==> config.mk <==
export PLATFORM = sky130hd
export DESIGN_NAME = mbfc_seq
export DESIGN_NICKNAME = d
export VERILOG_FILES = /design/src/design/mbfc_pkg.sv /design/src/design/mbfc_seq.sv
export SDC_FILE = /design/constraint.sdc
export NUM_CORES = 1
export LEC_CHECK = 0
export BUFFER_PORTS_ARGS = -buffer_cell sky130_fd_sc_hd__buf_2
export CORE_ASPECT_RATIO = 0.8
export CORE_UTILIZATION = 35
export CTS_CLUSTER_SIZE = 14
export DETAILED_ROUTE_END_ITERATION = 8
export PLACE_DENSITY = 0.68
export RECOVER_POWER = 25
export SYNTH_ARGS = -nofsm -noshare
export SYNTH_HDL_FRONTEND = slang
export SYNTH_SLANG_ARGS = --single-unit
==> constraint.sdc <==
create_clock -name clk -period 5.41 [get_ports clk]
set_input_delay 1.082 -clock clk [delete_from_list [all_inputs] [get_ports clk]]
set_output_delay 1.082 -clock clk [all_outputs]
set_load 0.005 [all_outputs]
==> src/design/mbfc_pkg.sv <==
// Shared types, constants and coefficient tables for the biquad filter chain.
package mbfc_pkg;

    // Fixed field widths.
    localparam int CHAN_W  = 3;
    localparam int DLY_W   = 40;
    localparam int WORD_W  = 2 * DLY_W;
    localparam int COEF_W  = 32;
    localparam int MUL_A_W = 21;
    localparam int PROD_W  = MUL_A_W + COEF_W;
    localparam int TERM_W  = 42;
    localparam int ACC_W   = 44;
    localparam int FULL_W  = PROD_W + 20;
    localparam int STEP_W  = 4;
    localparam int ROW_W   = 3;

    typedef logic signed [DLY_W-1:0]  dly_t;
    typedef logic [WORD_W-1:0]        word_t;
    typedef logic signed [COEF_W-1:0] coef_t;
    typedef logic signed [PROD_W-1:0] prod_t;
    typedef logic signed [TERM_W-1:0] term_t;
    typedef logic signed [ACC_W-1:0]  acc_t;
    typedef logic [STEP_W-1:0]        step_t;
    typedef logic [ROW_W-1:0]         row_t;

    // Filter sections, in cascade order.
    typedef enum logic [1:0] {
        SEC_HP,
        SEC_NOTCH,
        SEC_BP
    } sec_t;

    // Coefficient selector, in the order the products are issued.
    typedef enum logic [2:0] {
        K_B0,
        K_B1,
        K_B2,
        K_A1,
        K_A2
    } coef_sel_t;

    // Sequencer states.
    typedef enum logic [1:0] {
        ST_CLEAR,
        ST_IDLE,
        ST_RUN,
        ST_DONE
    } seq_state_t;

    // Steps of one biquad stage.
    localparam step_t STEP_INIT = 4'd1;
    localparam step_t STEP_Y    = 4'd3;
    localparam step_t STEP_D1A  = 4'd5;
    localparam step_t STEP_D2A  = 4'd7;
    localparam step_t STEP_D1B  = 4'd9;
    localparam step_t STEP_D2B  = 4'd11;
    localparam step_t STEP_WB   = 4'd12;

    // Control from the sequencer to the multiply-accumulate datapath.
    typedef struct packed {
        logic  clear;
        logic  load_x;
        logic  run;
        step_t step;
        sec_t  sec;
        row_t  row;
    } mac_ctrl_t;

    // Rounds a decimal constant scaled by 1e10 to Q2.30.
    function automatic longint q30(input longint d);
        return (d * 64'sd1048576 + 64'sd4882812) / 64'sd9765625;
    endfunction

    localparam coef_t Q_ONE     = 32'sh4000_0000;
    localparam coef_t Q_TWO_POS = 32'sh7FFF_FFFF;
    localparam coef_t Q_TWO_NEG = 32'sh8000_0000;

    // Rows hold b0, b1, b2, a1, a2.
    localparam coef_t HP_TAB [3][5] = '{
        '{coef_t'(q30(64'sd8856732902)),   coef_t'(-q30(64'sd17713465803)),
          coef_t'(q30(64'sd8856732902)),   coef_t'(-q30(64'sd18819135475)),
          coef_t'(q30(64'sd8856344163))},
        '{Q_ONE, Q_TWO_NEG, Q_ONE,
          coef_t'(-q30(64'sd19111970674)), coef_t'(q30(64'sd9149758348))},
        '{Q_ONE, Q_TWO_NEG, Q_ONE,
          coef_t'(-q30(64'sd19641335713)), coef_t'(q30(64'sd9680170033))}
    };

    localparam coef_t NOTCH_TAB [2][5] = '{
        '{coef_t'(q30(64'sd9604936210)),   coef_t'(-q30(64'sd18709906429)),
          coef_t'(q30(64'sd9604936210)),   coef_t'(-q30(64'sd18709906429)),
          coef_t'(q30(64'sd9209872420))},
        '{coef_t'(q30(64'sd9604936210)),   coef_t'(-q30(64'sd18709906429)),
          coef_t'(q30(64'sd9604936210)),   coef_t'(-q30(64'sd18709906429)),
          coef_t'(q30(64'sd9209872420))}
    };

    localparam coef_t BP_TAB [3][5] = '{
        '{coef_t'(q30(64'sd5432977372)),   coef_t'(q30(64'sd10865954745)),
          coef_t'(q30(64'sd5432977372)),   coef_t'(q30(64'sd14648681940)),
          coef_t'(q30(64'sd5402535694))},
        '{Q_ONE, Q_TWO_POS, Q_ONE,
          coef_t'(q30(64'sd15610180758)),  coef_t'(q30(64'sd6413515381))},
        '{Q_ONE, Q_TWO_POS, Q_ONE,
          coef_t'(q30(64'sd17612492291)),  coef_t'(q30(64'sd8518870319))}
    };

    // Coefficient lookup; rows beyond a section's table pass the signal through.
    function automatic coef_t coef_of(input sec_t sec, input row_t row, input coef_sel_t k);
        coef_t thru;
        coef_t c;
        thru = (k == K_B0) ? Q_ONE : '0;
        c    = thru;
        case (sec)
            SEC_HP:
            begin
                if (row < 3'd3 && k <= K_A2)
                begin
                    c = HP_TAB[row[1:0]][k];
                end
            end
            SEC_NOTCH:
            begin
                if (row < 3'd2 && k <= K_A2)
                begin
                    c = NOTCH_TAB[row[0]][k];
                end
            end
            SEC_BP:
            begin
                if (row < 3'd3 && k <= K_A2)
                begin
                    c = BP_TAB[row[1:0]][k];
                end
            end
            default:
            begin
                c = thru;
            end
        endcase
        return c;
    endfunction

    // Saturates an accumulator value to a 40-bit delay word.
    function automatic dly_t sat40(input acc_t v);
        dly_t r;
        if ((&v[ACC_W-1:DLY_W-1]) || !(|v[ACC_W-1:DLY_W-1]))
        begin
            r = v[DLY_W-1:0];
        end
        else if (v[ACC_W-1])
        begin
            r = {1'b1, {(DLY_W-1){1'b0}}};
        end
        else
        begin
            r = {1'b0, {(DLY_W-1){1'b1}}};
        end
        return r;
    endfunction

endpackage

==> src/design/mbfc_seq.sv <==
// Sequencer: clearing sweep, per-stage step control, state memory addressing and output register.
module mbfc_seq #(
    parameter int CHANNELS     = 8,
    parameter int HP_STAGES    = 3,
    parameter int BP_STAGES    = 3,
    parameter int NOTCH_STAGES = 2,
    parameter int SAMPLE_BITS  = 24,
    parameter int TOTAL        = HP_STAGES + NOTCH_STAGES + BP_STAGES,
    parameter int STAGE_W      = $clog2(TOTAL),
    parameter int DEPTH        = CHANNELS << STAGE_W,
    parameter int AW           = $clog2(DEPTH)
) (
    input  logic                          clk,
    input  logic                          rst_n,
    input  logic                          sample_valid,
    output logic                          sample_stall,
    input  logic [mbfc_pkg::CHAN_W-1:0]   chan,
    input  logic                          window_end,
    output logic                          result_valid,
    input  logic                          result_stall,
    output logic [mbfc_pkg::CHAN_W-1:0]   chan_out,
    output logic signed [SAMPLE_BITS-1:0] filtered,
    output logic                          window_end_out,
    input  logic signed [SAMPLE_BITS-1:0] mac_result,
    output mbfc_pkg::mac_ctrl_t           ctrl,
    output logic                          ram_we,
    output logic [AW-1:0]                 ram_waddr,
    output logic                          ram_re,
    output logic [AW-1:0]                 ram_raddr
);

    localparam int AXW = AW + mbfc_pkg::CHAN_W;

    mbfc_pkg::seq_state_t state_reg, state_next;
    logic [AW-1:0]              clr_addr_reg, clr_addr_next;
    logic [STAGE_W-1:0]         stage_reg, stage_next;
    mbfc_pkg::step_t            step_reg, step_next;
    logic [mbfc_pkg::CHAN_W-1:0] chan_reg, chan_next;
    logic                       wend_reg, wend_next;
    logic                       skip_reg, skip_next;
    logic                       out_valid_reg, out_valid_next;
    logic [mbfc_pkg::CHAN_W-1:0] out_chan_reg, out_chan_next;
    logic signed [SAMPLE_BITS-1:0] out_filt_reg, out_filt_next;
    logic                       out_wend_reg, out_wend_next;

    logic          chan_ok;
    logic          stage_last;
    logic          clr_last;
    logic          out_free;
    logic          accept;
    logic          out_load;
    logic [AXW-1:0] addr_wide;
    logic [AW-1:0]  addr;
    mbfc_pkg::sec_t stage_sec;
    mbfc_pkg::row_t stage_row;

    assign chan_ok    = 32'(chan) < CHANNELS;
    assign stage_last = 32'(stage_reg) == TOTAL - 1;
    assign clr_last   = clr_addr_reg == AW'(DEPTH - 1);
    assign out_free   = !out_valid_reg || !result_stall;
    assign addr_wide  = (AXW'(chan_reg) << STAGE_W) | AXW'(stage_reg);
    assign addr       = addr_wide[AW-1:0];

    // Next state.
    always_comb
    begin
        state_next = state_reg;
        case (state_reg)
            mbfc_pkg::ST_CLEAR:
            begin
                if (clr_last)
                begin
                    state_next = mbfc_pkg::ST_IDLE;
                end
            end
            mbfc_pkg::ST_IDLE:
            begin
                if (sample_valid)
                begin
                    state_next = chan_ok ? mbfc_pkg::ST_RUN : mbfc_pkg::ST_DONE;
                end
            end
            mbfc_pkg::ST_RUN:
            begin
                if (step_reg == mbfc_pkg::STEP_WB && stage_last)
                begin
                    state_next = mbfc_pkg::ST_DONE;
                end
            end
            mbfc_pkg::ST_DONE:
            begin
                if (out_free)
                begin
                    state_next = mbfc_pkg::ST_IDLE;
                end
            end
            default:
            begin
                state_next = mbfc_pkg::ST_IDLE;
            end
        endcase
    end

    // State outputs: handshake, memory port and datapath control.
    always_comb
    begin
        sample_stall = 1'b1;
        accept       = 1'b0;
        out_load     = 1'b0;
        ram_we       = 1'b0;
        ram_re       = 1'b0;
        ram_waddr    = addr;
        ram_raddr    = addr;
        ctrl.clear   = 1'b0;
        ctrl.run     = 1'b0;
        case (state_reg)
            mbfc_pkg::ST_CLEAR:
            begin
                ram_we     = 1'b1;
                ram_waddr  = clr_addr_reg;
                ctrl.clear = 1'b1;
            end
            mbfc_pkg::ST_IDLE:
            begin
                sample_stall = 1'b0;
                accept       = sample_valid;
            end
            mbfc_pkg::ST_RUN:
            begin
                ctrl.run = 1'b1;
                ram_re   = 1'b1;
                ram_we   = step_reg == mbfc_pkg::STEP_WB;
            end
            mbfc_pkg::ST_DONE:
            begin
                out_load = out_free;
            end
            default:
            begin
                sample_stall = 1'b1;
            end
        endcase
        ctrl.load_x = accept;
        ctrl.step   = step_reg;
        ctrl.sec    = stage_sec;
        ctrl.row    = stage_row;
    end

    // Section and row of the current stage.
    always_comb
    begin
        if (32'(stage_reg) < HP_STAGES)
        begin
            stage_sec = mbfc_pkg::SEC_HP;
            stage_row = mbfc_pkg::ROW_W'(32'(stage_reg));
        end
        else if (32'(stage_reg) < HP_STAGES + NOTCH_STAGES)
        begin
            stage_sec = mbfc_pkg::SEC_NOTCH;
            stage_row = mbfc_pkg::ROW_W'(32'(stage_reg) - HP_STAGES);
        end
        else
        begin
            stage_sec = mbfc_pkg::SEC_BP;
            stage_row = mbfc_pkg::ROW_W'(32'(stage_reg) - HP_STAGES - NOTCH_STAGES);
        end
    end

    // Counters, item registers and the output register.
    always_comb
    begin
        clr_addr_next  = clr_addr_reg;
        stage_next     = stage_reg;
        step_next      = step_reg;
        chan_next      = chan_reg;
        wend_next      = wend_reg;
        skip_next      = skip_reg;
        out_valid_next = out_valid_reg;
        out_chan_next  = out_chan_reg;
        out_filt_next  = out_filt_reg;
        out_wend_next  = out_wend_reg;

        if (state_reg == mbfc_pkg::ST_CLEAR)
        begin
            clr_addr_next = clr_addr_reg + AW'(1);
        end

        if (accept)
        begin
            chan_next  = chan;
            wend_next  = window_end;
            skip_next  = !chan_ok;
            stage_next = '0;
            step_next  = '0;
        end
        else if (state_reg == mbfc_pkg::ST_RUN)
        begin
            if (step_reg == mbfc_pkg::STEP_WB)
            begin
                step_next  = '0;
                stage_next = stage_reg + STAGE_W'(1);
            end
            else
            begin
                step_next = step_reg + mbfc_pkg::STEP_W'(1);
            end
        end

        if (out_load)
        begin
            out_valid_next = 1'b1;
            out_chan_next  = chan_reg;
            out_filt_next  = skip_reg ? '0 : mac_result;
            out_wend_next  = wend_reg;
        end
        else if (out_valid_reg && !result_stall)
        begin
            out_valid_next = 1'b0;
        end
    end

    // Control registers.
    always_ff @(posedge clk or negedge rst_n)
    begin
        if (!rst_n)
        begin
            state_reg     <= mbfc_pkg::ST_CLEAR;
            clr_addr_reg  <= '0;
            stage_reg     <= '0;
            step_reg      <= '0;
            out_valid_reg <= 1'b0;
        end
        else
        begin
            state_reg     <= state_next;
            clr_addr_reg  <= clr_addr_next;
            stage_reg     <= stage_next;
            step_reg      <= step_next;
            out_valid_reg <= out_valid_next;
        end
    end

    // Payload registers.
    always_ff @(posedge clk)
    begin
        chan_reg     <= chan_next;
        wend_reg     <= wend_next;
        skip_reg     <= skip_next;
        out_chan_reg <= out_chan_next;
        out_filt_reg <= out_filt_next;
        out_wend_reg <= out_wend_next;
    end

    assign result_valid   = out_valid_reg;
    assign chan_out       = out_chan_reg;
    assign filtered       = out_filt_reg;
    assign window_end_out = out_wend_reg;

endmodule

# Word level (Yosys, flattened, before mapping)
# Cells that the tools add are included.
# totals
out_inout_bits	56
regBits	48
in_bits	32
# classes
mux	24
n_eq_ne	10
add_sub_neg	5
bitwise_logic	1
magnitude_cmp	2
n_reduce_logical	11
# ops
operator	n
$mux W3	5
$mux W2	6
$mux W4	3
$ne A2 B2 Y1 const B	4
$pmux W2 S4	1
$mux W1	7
$add A6 B1 Y6 const B	1
$eq A6 B6 Y1 const B	1
$mux W6	1
$or A6 B3 Y6	1
$reduce_bool A2 Y1	3
$add A4 B1 Y4 const B	1
$eq A2 B2 Y1 const B	2
$eq A4 B4 Y1 const B	1
$reduce_and A4 Y1	1
$add A3 B1 Y3 const B	1
$eq A3 B3 Y1 const B	1
$lt A3 B2 Y1 const B	1
$lt A3 B3 Y1 const B	1
$sub A3 B2 Y3 const B	1
$sub A3 B3 Y3 const B	1
$eq A2 B1 Y1 const B	1
$logic_and A1 B1 Y1	2
$logic_not A1 Y1	2
4 further kinds	4

# Longest topological paths before layout
# logic_depth
depth_word	4
depth_mapped	6
mapped_depth_nobuf	6

# Worst setup path after synthesis
# OpenSTA, ideal clock, no wires.
# synth_path
path_type	input -> register
startpoint	input port result_stall
endpoint	register out_chan_reg (netlist bit chan_out[0]), enable pin
setup_slack_ns	1.803
setup_ns	0.456
required_ns	4.954
path_buffers	0
path_stages	1
t_arrival_ns	3.151
path_cell_list	a21boi_0
# synth_via
elab_chain_len	3
# synth_lines
item	line_no	source
start: declaration	mbfc_seq.sv:20	input logic result_stall,
$logic_not A1 Y1	mbfc_seq.sv:60	assign out_free = !out_valid_reg || !result_stall;
$logic_or A1 B1 Y1	mbfc_seq.sv:60	
$mux W1	mbfc_seq.sv:116	case (state_reg)
end signal: assignment	mbfc_seq.sv:249	out_chan_reg <= out_chan_next;
end: declaration	mbfc_seq.sv:42	logic [mbfc_pkg::CHAN_W-1:0] out_chan_reg, out_chan_next;
# Every way passes these cells.
# A chain may end at the register's enable or synchronous reset.

==> summary.txt <==
Outcome
  – Outcome: finished, final reports clean

Synthesis
  – Synth Register Bits: 48
  – Top-area cell type share of the netlist area: 48.52%
  – Top FF cell, synth: edfxtp_1
  – Warnings from Yosys: 0
  – Largest family of logic cells by synthesized area: simple AND/OR/NAND/NOR gates
  – EDFF count, synth: 32
  – Synth cell types: 33
  – Top cells by area, synth: edfxtp_1 (49%), dfrtp_1 (20%), ha_1 (5.7%), mux2_2 (4.5%), mux2i_1 (2.0%)
  – Avg Cell Area, Syn: 14.78 um2
  – XOR/XNOR share of the synthesized area: 3.538%
  – Synthesized instance count: 134
  – Post-Synth Adder-Cell Area: 5.685%
  – Post-synth top area cell: edfxtp_1
  – Seq/Total Area, Yosys: 68.73%
  – Count leader, synth: edfxtp_1
  – Synth Area in Simple Gates: 7.896%
  – Post-synthesis net count: 175
  – Post-synth top cells: edfxtp_1 (32), dfrtp_1 (16), nor2_1 (10), ha_1 (9), mux2_2 (8)
  – Post-synth ARST share: 33.33%
  – Mux cell area share after synthesis: 7.328%
  – Synth Area in Compound Gates: 3.980%
  – Mapped cell area: 1981 um2

Worst setup path
  – Reg2reg setup slack: 3640 ps
  – Reg2reg start: state_reg[0]
  – Setup crit end kind: output pin
  – CP startpoint: stage_reg[0]
  – Critical path type: flip-flop to output pin
  – Critical path arrival: 2070 ps
  – CP required: 4330 ps
  – Crit Path Max Fanout: 9
  – Critical Path Start Type: flip-flop

Timing
  – Max-slew headroom: 39.48%
  – Fmax: 0.3169 GHz
  – Clock Skews: 8.583 ps
  – Pins Over Slew Limit: 0
  – Least-Margin Pin Slew: 907.8 ps
  – Fin. Hold Viols: 0
  – Finish-stage setup viols: 0
  – RSZ-0062 raised after global routing: false
  – Final worst path period share: 58.32%
  – Setup TNS: 0 ps
  – Tmin final: 3155 ps

Clocking
  – Clock-pin slew on the worst setup and hold paths: 90 ps
  – TritonCTS buffer count: 5
  – CTS H-tree lvls: 2
  – # Post-CTS Setup Buffers: 0
  – Post_cts resized: 0
  – Clk_lat worst skew: 290 ps
  – Worst-case clock buffer depth: 2
  – CTS tree: yes
  – Clock root cell: clkbuf_8
  – Number of hold-repair buffers added at the cts stage: 0
  – Sink Count: 48

Hold path
  – Hold Crit Class: flip-flop to flip-flop
  – Hold Path Origin: wend_reg

Floorplanning
  – # IOs: 88
  – Die height: 69.29 um
  – Die X: 86.11 um
  – Starting density of the core: 36.24%
  – Die footprint: 5966 um2
  – # rows: 24
  – Core region area: 5465 um2

Place
  – GPL Wtd Cong: 0.7853
  – # port buffers: 87
  – Dpl cells: 294
  – Hpwl dp: 2869 um

Power and ir drop
  – PD cells: 453.7 nW/um2
  – Lkg Pwr: 0.001198 uW
  – Peak VDD IR: 0.1876 mV

Job
  – MaxCap Viol Count: 0

Layout
  – Final non-filler cell total: 302
  – Layout Utilization: 47.09%
  – Ant diodes: 0
  – Max reg flops: 24
  – Layout Nets: 264
  – Layout cell share with drive strength beyond 1: 46.88%
  – Area grow syn2layout: 29.94%

Detailed routing
  – Via count: 1360
  – Total Routed Length: 3866 um
  – Avg Vias per Cell: 4.503
  – DRC: 0
  – Antenna Nets Post-Route: 0
  – DRT Pass-1 Iters: 4
  – Average wire per standard cell: 12.80 um
  – Iteration-0 DRC Markers: 41

GRT
  – First-pass GRT wire length: 6161 um
  – Congestion Overflow GR: 0
  – Largest net degree at the start of global routing: 29
  – Initial antenna violation count: 0
  – All-Layer GR Usage: 13.40%
  – Vias in the first global route: 1250
==> cell families (layout without fill, tap and decap cells) <==
group,Yosys count,in the layout
buf+inv,12,102
xor+xnor,8,8
simple gates,32,32
fa+ha+maj,9,9
flops,48,48
compound gates,12,12
mux,13,13
==> metal layers <==
layer,track usage (%),routed length [um],up-vias
li1,-,-,654
met4,2.778,19,0
met2,20.90,1704,74
met5,0,0,-
met3,4.524,414,3
met1,18.23,1727,629
==> power breakdown <==
part / total [uW] / switching (uW) / leakage, uW / internal (uW)
combinational: 369 / 191 / 0.000654 / 178
sequential: 593 / 65.8 / 0.000505 / 528
clock: 205 / 115 / 0.0000388 / 89.8
total: 1170 / 372 / 0.00120 / 796
==> cells in the final DEF, fill, tap and decap left out, types with 2 or more instances in the layout <==
cell / netlist / routed
nor2_1: 10 / 10
a21oi_1: 2 / 2
xor2_1: 4 / 4
inv_1: 6 / 6
o21ai_0: 3 / 3
ha_1: 9 / 9
edfxtp_1: 32 / 32
nand2_1: 7 / 7
dfrtp_1: 16 / 16
buf_2: 2 / 86
nand3_1: 2 / 2
clkbuf_1: 1 / 2
clkbuf_8: 0 / 5
nand4_1: 4 / 4
xnor2_1: 4 / 4
mux2_2: 8 / 8
mux2i_1: 4 / 4
nor3_1: 3 / 3
==> path summary, 6_finish.rpt <==
kind / to / cells after the start
setup / recovery: ctrl[2] / 5
hold / removal: window_end_out / 0
setup reg to reg: state_reg[1] / 5
hold reg to reg: window_end_out / 0
max in group asynchronous: clr_addr_reg[3] / 1
min in group asynchronous: stage_reg[0] / 1
==> per-stage QoR <==
step                      hold slack (ps)  setup slack, ps  instance area [um2]  power [uW]
after floorplan                     400.3             1803                 1981       815.5
after global placement              411.9             2285                 2491       970.6
after detailed placement            416.0             2240                 2491       978.0
after CTS                           450.2             2230                 2575        1185
after global routing                447.9             2150                 2574        1246
final                               443.3             2255                 2574        1168
==> critical path, cell delays in order (launching register included) <==
cell,delay [ps]
dfrtp_1,490
ha_1,250
ha_1,310
or3_1,380
a31o_1,220
buf_2,120
==> layout make-up <==
| cell class | instances | area [um2] |
|---|---|---|
| fillers | 501 | 2892 |
| flip-flops and latches | 48 | 1361 |
| multi-input cells | 74 | 566.8 |
| repair buffers | 88 | 441.7 |
| well taps | 78 | 97.59 |
| clock buffers | 6 | 72.57 |
| inverters | 6 | 22.52 |
| clock inverters | 2 | 11.26 |
Power figures use the tool's default switching activity.
