File: src/design/mbfc_pkg.sv
// Shared types, constants and coefficient tables for the biquad filter chain.
package mbfc_pkg;

    // Fixed field widths.
    localparam int CHAN_W  = 3;
    localparam int DLY_W   = 40;
    localparam int WORD_W  = 2 * DLY_W;
    localparam int COEF_W  = 32;
    localparam int MUL_A_W = 21;
    localparam int PROD_W  = MUL_A_W + COEF_W;
    localparam int TERM_W  = 42;
    localparam int ACC_W   = 44;
    localparam int FULL_W  = PROD_W + 20;
    localparam int STEP_W  = 4;
    localparam int ROW_W   = 3;

    typedef logic signed [DLY_W-1:0]  dly_t;
    typedef logic [WORD_W-1:0]        word_t;
    typedef logic signed [COEF_W-1:0] coef_t;
    typedef logic signed [PROD_W-1:0] prod_t;
    typedef logic signed [TERM_W-1:0] term_t;
    typedef logic signed [ACC_W-1:0]  acc_t;
    typedef logic [STEP_W-1:0]        step_t;
    typedef logic [ROW_W-1:0]         row_t;

    // Filter sections, in cascade order.
    typedef enum logic [1:0] {
        SEC_HP,
        SEC_NOTCH,
        SEC_BP
    } sec_t;

    // Coefficient selector, in the order the products are issued.
    typedef enum logic [2:0] {
        K_B0,
        K_B1,
        K_B2,
        K_A1,
        K_A2
    } coef_sel_t;

    // Sequencer states.
    typedef enum logic [1:0] {
        ST_CLEAR,
        ST_IDLE,
        ST_RUN,
        ST_DONE
    } seq_state_t;

    // Steps of one biquad stage.
    localparam step_t STEP_INIT = 4'd1;
    localparam step_t STEP_Y    = 4'd3;
    localparam step_t STEP_D1A  = 4'd5;
    localparam step_t STEP_D2A  = 4'd7;
    localparam step_t STEP_D1B  = 4'd9;
    localparam step_t STEP_D2B  = 4'd11;
    localparam step_t STEP_WB   = 4'd12;

    // Control from the sequencer to the multiply-accumulate datapath.
    typedef struct packed {
        logic  clear;
        logic  load_x;
        logic  run;
        step_t step;
        sec_t  sec;
        row_t  row;
    } mac_ctrl_t;

    // Rounds a decimal constant scaled by 1e10 to Q2.30.
    function automatic longint q30(input longint d);
        return (d * 64'sd1048576 + 64'sd4882812) / 64'sd9765625;
    endfunction

    localparam coef_t Q_ONE     = 32'sh4000_0000;
    localparam coef_t Q_TWO_POS = 32'sh7FFF_FFFF;
    localparam coef_t Q_TWO_NEG = 32'sh8000_0000;

    // Rows hold b0, b1, b2, a1, a2.
    localparam coef_t HP_TAB [3][5] = '{
        '{coef_t'(q30(64'sd8856732902)),   coef_t'(-q30(64'sd17713465803)),
          coef_t'(q30(64'sd8856732902)),   coef_t'(-q30(64'sd18819135475)),
          coef_t'(q30(64'sd8856344163))},
        '{Q_ONE, Q_TWO_NEG, Q_ONE,
          coef_t'(-q30(64'sd19111970674)), coef_t'(q30(64'sd9149758348))},
        '{Q_ONE, Q_TWO_NEG, Q_ONE,
          coef_t'(-q30(64'sd19641335713)), coef_t'(q30(64'sd9680170033))}
    };

    localparam coef_t NOTCH_TAB [2][5] = '{
        '{coef_t'(q30(64'sd9604936210)),   coef_t'(-q30(64'sd18709906429)),
          coef_t'(q30(64'sd9604936210)),   coef_t'(-q30(64'sd18709906429)),
          coef_t'(q30(64'sd9209872420))},
        '{coef_t'(q30(64'sd9604936210)),   coef_t'(-q30(64'sd18709906429)),
          coef_t'(q30(64'sd9604936210)),   coef_t'(-q30(64'sd18709906429)),
          coef_t'(q30(64'sd9209872420))}
    };

    localparam coef_t BP_TAB [3][5] = '{
        '{coef_t'(q30(64'sd5432977372)),   coef_t'(q30(64'sd10865954745)),
          coef_t'(q30(64'sd5432977372)),   coef_t'(q30(64'sd14648681940)),
          coef_t'(q30(64'sd5402535694))},
        '{Q_ONE, Q_TWO_POS, Q_ONE,
          coef_t'(q30(64'sd15610180758)),  coef_t'(q30(64'sd6413515381))},
        '{Q_ONE, Q_TWO_POS, Q_ONE,
          coef_t'(q30(64'sd17612492291)),  coef_t'(q30(64'sd8518870319))}
    };

    // Coefficient lookup; rows beyond a section's table pass the signal through.
    function automatic coef_t coef_of(input sec_t sec, input row_t row, input coef_sel_t k);
        coef_t thru;
        coef_t c;
        thru = (k == K_B0) ? Q_ONE : '0;
        c    = thru;
        case (sec)
            SEC_HP:
            begin
                if (row < 3'd3 && k <= K_A2)
                begin
                    c = HP_TAB[row[1:0]][k];
                end
            end
            SEC_NOTCH:
            begin
                if (row < 3'd2 && k <= K_A2)
                begin
                    c = NOTCH_TAB[row[0]][k];
                end
            end
            SEC_BP:
            begin
                if (row < 3'd3 && k <= K_A2)
                begin
                    c = BP_TAB[row[1:0]][k];
                end
            end
            default:
            begin
                c = thru;
            end
        endcase
        return c;
    endfunction

    // Saturates an accumulator value to a 40-bit delay word.
    function automatic dly_t sat40(input acc_t v);
        dly_t r;
        if ((&v[ACC_W-1:DLY_W-1]) || !(|v[ACC_W-1:DLY_W-1]))
        begin
            r = v[DLY_W-1:0];
        end
        else if (v[ACC_W-1])
        begin
            r = {1'b1, {(DLY_W-1){1'b0}}};
        end
        else
        begin
            r = {1'b0, {(DLY_W-1){1'b1}}};
        end
        return r;
    endfunction

endpackage

File: src/design/mbfc_mac.sv
// Shared multiply-accumulate datapath that evaluates one biquad stage at a time.
module mbfc_mac #(
    parameter int SAMPLE_BITS = 24
) (
    input  logic                          clk,
    input  mbfc_pkg::mac_ctrl_t           ctrl,
    input  logic signed [SAMPLE_BITS-1:0] sample,
    input  mbfc_pkg::word_t               rd_data,
    output mbfc_pkg::word_t               wr_data,
    output logic signed [SAMPLE_BITS-1:0] result
);

    localparam int FRAC = 32 - SAMPLE_BITS;
    localparam int RW   = mbfc_pkg::DLY_W + 1;
    localparam logic signed [RW-1:0] HALF = RW'((41'd1 << FRAC) >> 1);
    localparam logic signed [RW-1:0] SMAX = (RW'(1) <<< (SAMPLE_BITS - 1)) - RW'(1);
    localparam logic signed [RW-1:0] SMIN = -SMAX - RW'(1);

    mbfc_pkg::dly_t  x_reg;
    mbfc_pkg::dly_t  y_reg;
    mbfc_pkg::prod_t prod_reg;
    mbfc_pkg::prod_t lo_reg;
    mbfc_pkg::term_t term_reg;
    mbfc_pkg::acc_t  acc_d1_reg;
    mbfc_pkg::acc_t  acc_d2_reg;

    mbfc_pkg::coef_sel_t              ksel;
    mbfc_pkg::coef_t                  coef;
    mbfc_pkg::dly_t                   opnd;
    logic signed [mbfc_pkg::MUL_A_W-1:0] mul_a;
    mbfc_pkg::prod_t                  prod;
    logic signed [mbfc_pkg::FULL_W-1:0]  full;
    mbfc_pkg::term_t                  term_rnd;
    mbfc_pkg::dly_t                   d1_old;
    mbfc_pkg::dly_t                   d2_old;
    mbfc_pkg::dly_t                   x_in;
    mbfc_pkg::acc_t                   y_sum;
    logic signed [RW-1:0]             r_sum;
    logic signed [RW-1:0]             r_sh;

    assign d1_old = rd_data[mbfc_pkg::WORD_W-1:mbfc_pkg::DLY_W];
    assign d2_old = rd_data[mbfc_pkg::DLY_W-1:0];

    // Operand and coefficient select: two issue steps per product, low half first.
    always_comb
    begin
        ksel  = mbfc_pkg::coef_sel_t'(ctrl.step[3:1]);
        coef  = mbfc_pkg::coef_of(ctrl.sec, ctrl.row, ksel);
        opnd  = (ksel == mbfc_pkg::K_A1 || ksel == mbfc_pkg::K_A2) ? y_reg : x_reg;
        mul_a = ctrl.step[0] ? {opnd[mbfc_pkg::DLY_W-1], opnd[mbfc_pkg::DLY_W-1:20]}
                             : {1'b0, opnd[19:0]};
        prod  = mul_a * coef;
    end

    // Recombine the two partial products and round the Q2.30 product.
    always_comb
    begin
        full = $signed({prod_reg, 20'd0})
             + $signed({{20{lo_reg[mbfc_pkg::PROD_W-1]}}, lo_reg})
             + mbfc_pkg::FULL_W'(64'sd536870912);
        term_rnd = full[mbfc_pkg::FULL_W-2:30];
    end

    assign y_sum = mbfc_pkg::ACC_W'(term_reg) + mbfc_pkg::ACC_W'(d1_old);
    assign x_in  = {{(mbfc_pkg::DLY_W - SAMPLE_BITS){sample[SAMPLE_BITS-1]}}, sample} << FRAC;

    // Pipeline: multiplier register, partial product, rounded term, accumulators.
    always_ff @(posedge clk)
    begin
        if (ctrl.load_x)
        begin
            x_reg <= x_in;
        end
        if (ctrl.run)
        begin
            prod_reg <= prod;
            if (ctrl.step[0])
            begin
                lo_reg <= prod_reg;
            end
            else
            begin
                term_reg <= term_rnd;
            end
            case (ctrl.step)
                mbfc_pkg::STEP_INIT:
                begin
                    acc_d1_reg <= mbfc_pkg::ACC_W'(d2_old);
                    acc_d2_reg <= '0;
                end
                mbfc_pkg::STEP_Y:
                begin
                    y_reg <= mbfc_pkg::sat40(y_sum);
                end
                mbfc_pkg::STEP_D1A, mbfc_pkg::STEP_D1B:
                begin
                    acc_d1_reg <= acc_d1_reg + mbfc_pkg::ACC_W'(term_reg);
                end
                mbfc_pkg::STEP_D2A, mbfc_pkg::STEP_D2B:
                begin
                    acc_d2_reg <= acc_d2_reg + mbfc_pkg::ACC_W'(term_reg);
                end
                mbfc_pkg::STEP_WB:
                begin
                    x_reg <= y_reg;
                end
                default:
                begin
                end
            endcase
        end
    end

    // New delay words, or zeros during the clearing sweep.
    assign wr_data = ctrl.clear ? '0
                   : {mbfc_pkg::sat40(acc_d1_reg), mbfc_pkg::sat40(acc_d2_reg)};

    // Round the final stage output to the sample scale and saturate.
    always_comb
    begin
        r_sum = {x_reg[mbfc_pkg::DLY_W-1], x_reg} + HALF;
        r_sh  = r_sum >>> FRAC;
        if (r_sh > SMAX)
        begin
            result = SMAX[SAMPLE_BITS-1:0];
        end
        else if (r_sh < SMIN)
        begin
            result = SMIN[SAMPLE_BITS-1:0];
        end
        else
        begin
            result = r_sh[SAMPLE_BITS-1:0];
        end
    end

endmodule

File: config.mk
export PLATFORM = sky130hd
export DESIGN_NAME = mbfc_mac
export DESIGN_NICKNAME = d
export VERILOG_FILES = /design/src/design/mbfc_pkg.sv /design/src/design/mbfc_mac.sv
export SDC_FILE = /design/constraint.sdc
export NUM_CORES = 2
export LEC_CHECK = 0
export ABC_AREA = 1
export BUFFER_PORTS_ARGS = -buffer_cell sky130_fd_sc_hd__buf_2
export CORE_AREA = 3 3 326 328
export DETAILED_ROUTE_END_ITERATION = 10
export DIE_AREA = 0 0 329 331
export GPL_TIMING_DRIVEN = 1
export HOLD_SLACK_MARGIN = 0.05
export PLACE_DENSITY_LB_ADDON = 0.08
export SYNTH_ARGS = -nofsm -noshare
export SYNTH_HDL_FRONTEND = slang
export SYNTH_SLANG_ARGS = --single-unit
File: constraint.sdc
create_clock -name clk -period 8.8 [get_ports clk]
set_input_delay 1.76 -clock clk [delete_from_list [all_inputs] [get_ports clk]]
set_output_delay 1.76 -clock clk [all_outputs]
set_load 0.02 [all_outputs]
# Word level (Yosys, flattened, before mapping)
# Cells that the tools add are included.
dict set report totals {
  elab_cells 101
  output_inout_bits 104
  ff_bits 316
  in_bits 117
}
dict set report classes {
  n_lt_le_gt_ge 8
  muxes 38
  eq_ne 11
  n_mul 1
  bitwise_logic 4
  reduce_logical 26
  add_sub_neg 6
}
# operator n
set op_table {}
lappend op_table {{$mux 160} 6}
lappend op_table {{$bmux 160 s2} 2}
lappend op_table {{$mux 40} 10}
lappend op_table {{$bmux 32 s3} 3}
lappend op_table {{$mux 32} 9}
lappend op_table {{$pmux 44 s2} 2}
lappend op_table {{$pmux 32 s3} 1}
lappend op_table {{$add 44x42->44} 2}
lappend op_table {{$mux 80} 1}
lappend op_table {{$add 72x31->72 const B} 1}
lappend op_table {{$add 72x53->72} 1}
lappend op_table {{$mul 21x32->53} 1}
lappend op_table {{$mux 24} 2}
lappend op_table {{$add 42x40->43} 1}
lappend op_table {{$add 40x9->41 const B} 1}
lappend op_table {{$gt 33x24->1 const B} 1}
lappend op_table {{$lt 33x24->1 const B} 1}
lappend op_table {{$mux 31} 1}
lappend op_table {{$mux 21} 1}
lappend op_table {{$reduce_and 5->1} 3}
lappend op_table {{$reduce_or 5->1} 3}
lappend op_table {{$eq 4x4->1 const B} 3}
lappend op_table {{$reduce_and 2->1} 5}
lappend op_table {{$eq 4x3->1 const B} 2}
lappend op_table {{other kinds (22)} 31}

# Depth between registers and ports, before layout
dict set report logic_depth {
  depth_word 10
  depth_mapped 41
  depth_no_buf 40
}

# Worst setup path before layout
# Ideal clock, no wire load.
dict set report synth_timing {
  path_type {input-to-reg}
  startpoint {input ctrl[7] (netlist name)}
  endpoint {register prod_reg[50] (data pin)}
  t_arrival_ns 8.665
  t_required_ns 8.535
  n_path_buf 2
  cell_stages 29
  setup_slack_ns -0.130
  setup_ns 0.265
  path_cell_list {buf_2 -> nor2_4 -> nor2_4 -> inv_2 -> nand3_2 -> nor2_1 -> inv_2 -> nor2_1 -> a31oi_1 -> clkbuf_1 -> nor2_1 -> fa_1 -> fa_1 -> fa_1 -> inv_1 -> fa_1 -> inv_1 -> fa_1 -> inv_1 -> fa_1 -> fa_1 -> inv_1 -> ha_1 -> nand2_1 -> nor2_1 -> nand4_1 -> or2_2 -> o21ai_0 -> xor2_1}
}
dict set report synth_between {
  elab_chain_cells 7
  word_cells_on_any_way 25
  cone_classes {mul: 1; order compare: 1; eq/ne: 2; mux: 16; bitwise: 1; reduce/logical: 4}
}
# item line
set synth_lines {}
lappend synth_lines {{from (decl)} mbfc_mac.sv:6} ;# input mbfc_pkg::mac_ctrl_t ctrl,
lappend synth_lines {{$not 3->4 (not written as such)} {mbfc_pkg.sv:119, mbfc_pkg.sv:126, mbfc_pkg.sv:133}}
lappend synth_lines {{$bmux 32 s3, on equally long branches} {mbfc_pkg.sv:133, mbfc_pkg.sv:119, mbfc_pkg.sv:126}}
lappend synth_lines {{$mux 32, on equally long branches (2 in series)} {mbfc_pkg.sv:133, mbfc_pkg.sv:119, mbfc_pkg.sv:126}}
lappend synth_lines {{$mux 32, on equally long branches} {mbfc_pkg.sv:131, mbfc_pkg.sv:117, mbfc_pkg.sv:124}}
lappend synth_lines {{$pmux 32 s3} mbfc_pkg.sv:114} ;# case (sec)
lappend synth_lines {{$mul 21x32->53 (*)} mbfc_mac.sv:52} ;# prod = mul_a * coef;
lappend synth_lines {{via prod[50]} mbfc_mac.sv:31} ;# mbfc_pkg::prod_t prod;
lappend synth_lines {{to (signal assigned)} mbfc_mac.sv:76} ;# prod_reg <= prod;
lappend synth_lines {{to (decl)} mbfc_mac.sv:21} ;# mbfc_pkg::prod_t prod_reg;
# The timed path passes the listed nets; every way through them passes the cells marked *. The select of a mux whose other input is x is not followed.
# A chain may end at the register's enable or synchronous reset.

# Final worst setup path
dict set report layout_timing {
  startpoint {input ctrl[0] (netlist name)}
  endpoint {register prod_reg[41] (data pin)}
}
dict set report layout_between {
  elab_chain_cells 10
  word_cells_on_any_way 22
  cone_classes {mul: 1; order compare: 2; mux: 16; bitwise: 1; reduce/logical: 2}
}
# item line
set layout_lines {}
lappend layout_lines {{$not 2->3 (not written as such)} {mbfc_pkg.sv:119, mbfc_pkg.sv:133}}
lappend layout_lines {{$bmux 160 s2, on equally long branches} {mbfc_pkg.sv:133, mbfc_pkg.sv:119}}
lappend layout_lines {{$mux 160, on equally long branches (2 in series)} {mbfc_pkg.sv:133, mbfc_pkg.sv:119}}
lappend layout_lines {{$bmux 32 s3, on equally long branches} {mbfc_pkg.sv:133, mbfc_pkg.sv:119}}
lappend layout_lines {{$mux 32, on equally long branches (2 in series)} {mbfc_pkg.sv:133, mbfc_pkg.sv:119}}
lappend layout_lines {{$mux 32, on equally long branches} {mbfc_pkg.sv:131, mbfc_pkg.sv:117}}
lappend layout_lines {{$pmux 32 s3 (*)} mbfc_pkg.sv:114}
lappend layout_lines {{$mul 21x32->53 (*)} mbfc_mac.sv:52}
lappend layout_lines {{via prod[41]} mbfc_mac.sv:31}
# Marked as above.

==> impl_summary.md <==
Run status
The flow ran to the end, and the final reports show no timing, DRC or antenna violations.

Setup path
STA classifies the critical path endpoint as a flip-flop. The critical-path maximum fanout is 6. The length in cells of the worst reg-to-reg path is 24. STA puts the critical path data required time at 9110 ps. The endpoint of the worst-slack reg-to-reg timing path is prod_reg[41]. The depth of the critical timing path with buffers and inverters included is 35. STA classifies the critical path startpoint as a primary input.

The critical path buffer and inverter count is 14. For this run, the slowest stage of the critical path takes 550 ps. The slowest stage cell on the critical path is sky130_fd_sc_hd__fa_1. For the worst setup path, the data arrival time is 8990 ps. The category of cells accounting for the largest share of critical-path delay is adder cells. The worst setup path is of the primary input to flip-flop kind. The worst register-to-register path begins at x_reg[12]. The worst-case register-to-register setup slack is roughly 1700 ps.

Job
The number of maximum-capacitance violations is 0.

Global routing
The initial antenna violation count was 6. The met1 global-route usage is approximately 45%. The number of global-route vias before repair is 50.0k. The overall global routing resource usage is approximately a third. The highest-utilization routing layer at the global route stage is met2. For met2 alone, demand over resource in global routing was 60.0%. After global routing the overflow that remains totals 0. The pin count of the biggest net entering global routing is 81. The first global-routing pass estimated a little under 300000 µm of wire. For this run, global-route usage on met3 was measured as 2.99%.

Timing
For the finished layout, the period the worst path requires is slightly below 9000 ps. The fmax is 115 MHz. The count of endpoints failing setup in the final report is 0.

For the final database, setup skew stands at about 29 ps. In the final timing run, aggregate negative setup slack is 0 ps. Setup repair after global routing could not meet its margin everywhere. After layout, the worst path uses approximately 99% of the clock period. The count of pins over their slew limit is 0. The slew at the pin closest to its max-slew limit is around 1200 ps.

The hold violation count in the final report is 0. Headroom to the max-slew limit came out at about a fifth.

Layout
The number of inserted filler cells in the final layout is between 9k and 10k. The multi-input logic area is around 38000 µm². The finished cells cover 62100 µm².

The signed area change from the synthesized netlist to the final layout is 20.2%. The register with the most flip-flops in the layout has 53 of them. The number of nets at the end of the flow is 8981. The footprint of the flip-flops and latches is between 8000 and 9000 µm². The post-route netlist has between 10% and 20% of its cells at a drive strength greater than 1.

Die
In this run the horizontal extent of the chip is between 300 and 400 µm. The initial core utilization is between 40% and 50%. The die covers 109000 µm².

The core region is just over 100000 µm². The total I/O pin count is about 220. In this run the vertical extent of the chip is between 300 and 400 µm.

The row count is approximately 120.

CTS
The number of hold-repair buffers added at the cts stage is 0. The clock sink total is between 200 and 300. Clock tree synthesis inserted a total of 34 buffers. The clock latency reported for the late side of the worst-skew pair is 590 ps.

CTS built an H-tree with a depth of 2. After clock tree synthesis, the clock-pin slew on the worst setup and hold paths is ~60 ps. The tree is rooted in a sky130_fd_sc_hd__clkbuf_16.

TritonCTS built the clock tree. The deepest clock path buffer count is 3.

Synthesis
The flip-flop and latch count after synthesis is 296. The synthesized instance count is between 7k and 8k. The count of flip-flops with a built-in enable after synthesis is 256.

When the netlist entered floorplanning its net count stood at a little over 8k. The yosys synthesis warning count is 0. Summing every instance area after synthesis gives roughly 52000 µm². The synthesized area per cell is between 7 and 8 µm².

Counting flops with an async set or reset pin after synthesis yields a share of 0%. Counting distinct cell types in the post-synthesis netlist gives between 50 and 60. In the synthesized netlist the dominant register cell turns out to be sky130_fd_sc_hd__edfxtp_1. The register area share after synthesis is 16.4%.

Routing
The count of antenna-violating nets left after detailed routing is 0. The total number of vias is between 40k and 50k. The detailed-route wire length is 193000 µm. In this run, the number of DRC markers left after iteration 0 of detailed routing was between 3k and 4k. The detail-routed net length per standard cell is around 21 µm. Dividing the detail-routed via count by the number of cells gives ~5.4. The number of remaining DRC errors is 0. The first TritonRoute pass finished after 6 iterations.

Power and ir drop
The power density over cell area is around 210 nW/µm². Summed over all cells, the static leakage comes to around 0.032 µW. IR analysis of the VDD net gives a maximum drop of 0.000157 V.

Min path
The worst hold path belongs to the class flip-flop to flip-flop. Counting instances, the worst hold path has a depth of 0. The worst hold path begins at prod_reg[52]. The end point of the most critical hold path is lo_reg[52].

Placed design
The total cell area at the placement stage is between 50000 and 60000 µm². Port buffering added 220 buffers. Routability-driven placement finished with a final weighted congestion of just over 1. Summed over all nets, the half-perimeter wirelength after detailed placement is 166000 µm.
==> area by class of cell <==
type / instances / area share (%)
multi-input cells: 5048 / 60.9
flip-flops and latches: 296 / 13.7
repair buffers: 880 / 11.2
inverters: 1568 / 9.51
well taps: 1380 / 2.78
clock buffers: 40 / 1.46
clock inverters: 21 / 0.524
diodes: 2 / 0.00806
==> worst max path at each step <==
stage | start | end | slack, ps
final | ctrl[0] | prod_reg[41] | 130
after global routing | ctrl[0] | prod_reg[41] | -110
after CTS | ctrl[8] | prod_reg[43] | -30
after detailed placement | ctrl[0] | prod_reg[49] | -1040
after global placement | ctrl[0] | prod_reg[49] | -1080
after floorplan | ctrl[7] | prod_reg[44] | 20
==> worst reg2reg max path, cell delays in order (launching register included) <==
cell and delay (ps):
sky130_fd_sc_hd__dfxtp_1 550, sky130_fd_sc_hd__nand2_1 140, sky130_fd_sc_hd__a32oi_2 240, sky130_fd_sc_hd__buf_4 400, sky130_fd_sc_hd__nand2_1 180, sky130_fd_sc_hd__fa_1 540
sky130_fd_sc_hd__inv_1 50, sky130_fd_sc_hd__fa_1 470, sky130_fd_sc_hd__fa_1 570, sky130_fd_sc_hd__fa_1 460, sky130_fd_sc_hd__fa_1 530, sky130_fd_sc_hd__fa_1 550
sky130_fd_sc_hd__inv_1 60, sky130_fd_sc_hd__fa_1 530, sky130_fd_sc_hd__inv_1 60, sky130_fd_sc_hd__ha_4 260, sky130_fd_sc_hd__a21o_1 180, sky130_fd_sc_hd__a21oi_2 200
sky130_fd_sc_hd__a21boi_4 250, sky130_fd_sc_hd__o21bai_1 100, sky130_fd_sc_hd__inv_1 80, sky130_fd_sc_hd__nand2_2 100, sky130_fd_sc_hd__nand2_1 100, sky130_fd_sc_hd__nand2_2 70
sky130_fd_sc_hd__xor2_2 190
==> where the power goes <==
group,internal [µW],total [µW],leakage [µW],switching [µW]
clock,955,1610,0.000588,653
sequential,2040,2530,0.00275,497
combinational,3260,8990,0.0283,5720
==> cells by family (layout without fill, tap and decap cells) <==
| logic type | after synthesis | in the layout | synth area share (%) |
|---|---|---|---|
| simple gates | 2990 | 2990 | 23.3 |
| flops | 296 | 296 | 16.4 |
| xor+xnor | 172 | 172 | 2.92 |
| buf+inv | 1748 | 2509 | 13.1 |
| mux | 1 | 1 | 0.0194 |
| compound gates | 849 | 849 | 9.40 |
| other cells | 0 | 2 | 0 |
| fa+ha+maj | 1036 | 1036 | 34.8 |
==> per-layer routing <==
layer  up-vias  part of all wire [%]
met5         -                 0.027
met4         6                   6.9
met3       460                   5.9
met2      1753                    47
met1     23900                    40
li1      23300                     -
==> metrics by stage <==
| step | utilization (%) | instances | setup slack [ps] | power (µW) | hold slack, ps |
|---|---|---|---|---|---|
| after floorplan | - | 7092 | 17.6 | 7570 | 400 |
| after CTS | 58.5 | 9207 | -30.9 | 12600 | 440 |
| after detailed placement | 57.2 | 9145 | -1040 | 10900 | 419 |
| final | 60.0 | 9235 | 126 | 13100 | 438 |
| after global placement | 57.2 | 9145 | -1080 | 10900 | 419 |
| after global routing | 60.0 | 9233 | -112 | 14100 | 443 |
==> cells in the mapped netlist, types with 4 or more instances <==
master / count / area, µm²
sky130_fd_sc_hd__fa_1: 671 / 13400
sky130_fd_sc_hd__a21o_1: 25 / 188
sky130_fd_sc_hd__o21a_1: 16 / 120
sky130_fd_sc_hd__nor2_2: 5 / 31.3
sky130_fd_sc_hd__and3_1: 6 / 37.5
sky130_fd_sc_hd__nand2_2: 4 / 25.0
sky130_fd_sc_hd__inv_1: 1505 / 5650
sky130_fd_sc_hd__a21oi_1: 379 / 1900
sky130_fd_sc_hd__nand3b_1: 7 / 52.6
sky130_fd_sc_hd__o21bai_1: 47 / 353
sky130_fd_sc_hd__o21ai_0: 240 / 1200
sky130_fd_sc_hd__buf_4: 20 / 150
sky130_fd_sc_hd__nor2_4: 4 / 45.0
sky130_fd_sc_hd__buf_1: 8 / 30.0
sky130_fd_sc_hd__clkbuf_1: 75 / 282
sky130_fd_sc_hd__a21boi_0: 10 / 75.1
sky130_fd_sc_hd__nand3_1: 274 / 1370
sky130_fd_sc_hd__nor3_2: 4 / 40.0
sky130_fd_sc_hd__buf_6: 6 / 67.6
sky130_fd_sc_hd__buf_2: 71 / 355
sky130_fd_sc_hd__xnor2_1: 52 / 455
sky130_fd_sc_hd__o211ai_1: 23 / 173
sky130_fd_sc_hd__a31oi_1: 54 / 338
sky130_fd_sc_hd__nand4_1: 46 / 288
sky130_fd_sc_hd__nor2_1: 803 / 3010
sky130_fd_sc_hd__nand2_1: 1718 / 6450
sky130_fd_sc_hd__dfxtp_1: 40 / 801
sky130_fd_sc_hd__inv_2: 61 / 229
sky130_fd_sc_hd__a32oi_2: 7 / 114
sky130_fd_sc_hd__or2_1: 5 / 31.3
sky130_fd_sc_hd__o21ai_1: 15 / 75.1
sky130_fd_sc_hd__nor3_1: 68 / 340
sky130_fd_sc_hd__nor4_1: 23 / 144
sky130_fd_sc_hd__ha_1: 365 / 4570
sky130_fd_sc_hd__edfxtp_1: 256 / 7690
sky130_fd_sc_hd__xor2_1: 120 / 1050
sky130_fd_sc_hd__or2_2: 13 / 81.3
sky130_fd_sc_hd__or2_0: 4 / 25.0
sky130_fd_sc_hd__o31ai_1: 6 / 45.0
==> cells in the final DEF, fill, tap and decap left out, drive strengths merged, types with 16 or more instances in the layout <==
cell / n
dfxtp: 40
o21a: 16
nor4: 23
buf: 878
clkbuf: 42
inv: 1569
xor2: 120
fa: 671
a31oi: 54
or2: 22
nand4: 46
nor3: 74
nor2: 812
a21o: 25
o21bai: 47
nand3: 275
xnor2: 52
ha: 365
o211ai: 23
o21ai: 256
edfxtp: 256
a21oi: 379
nand2: 1722
==> what timing repair did <==
action,CTS,global route
endpoints found under the setup margin,26,37
resized for setup,29,317
setup buffers,1,25
gates cloned,0,1
pin swaps,5,84
(Power assumes the default switching activity.)
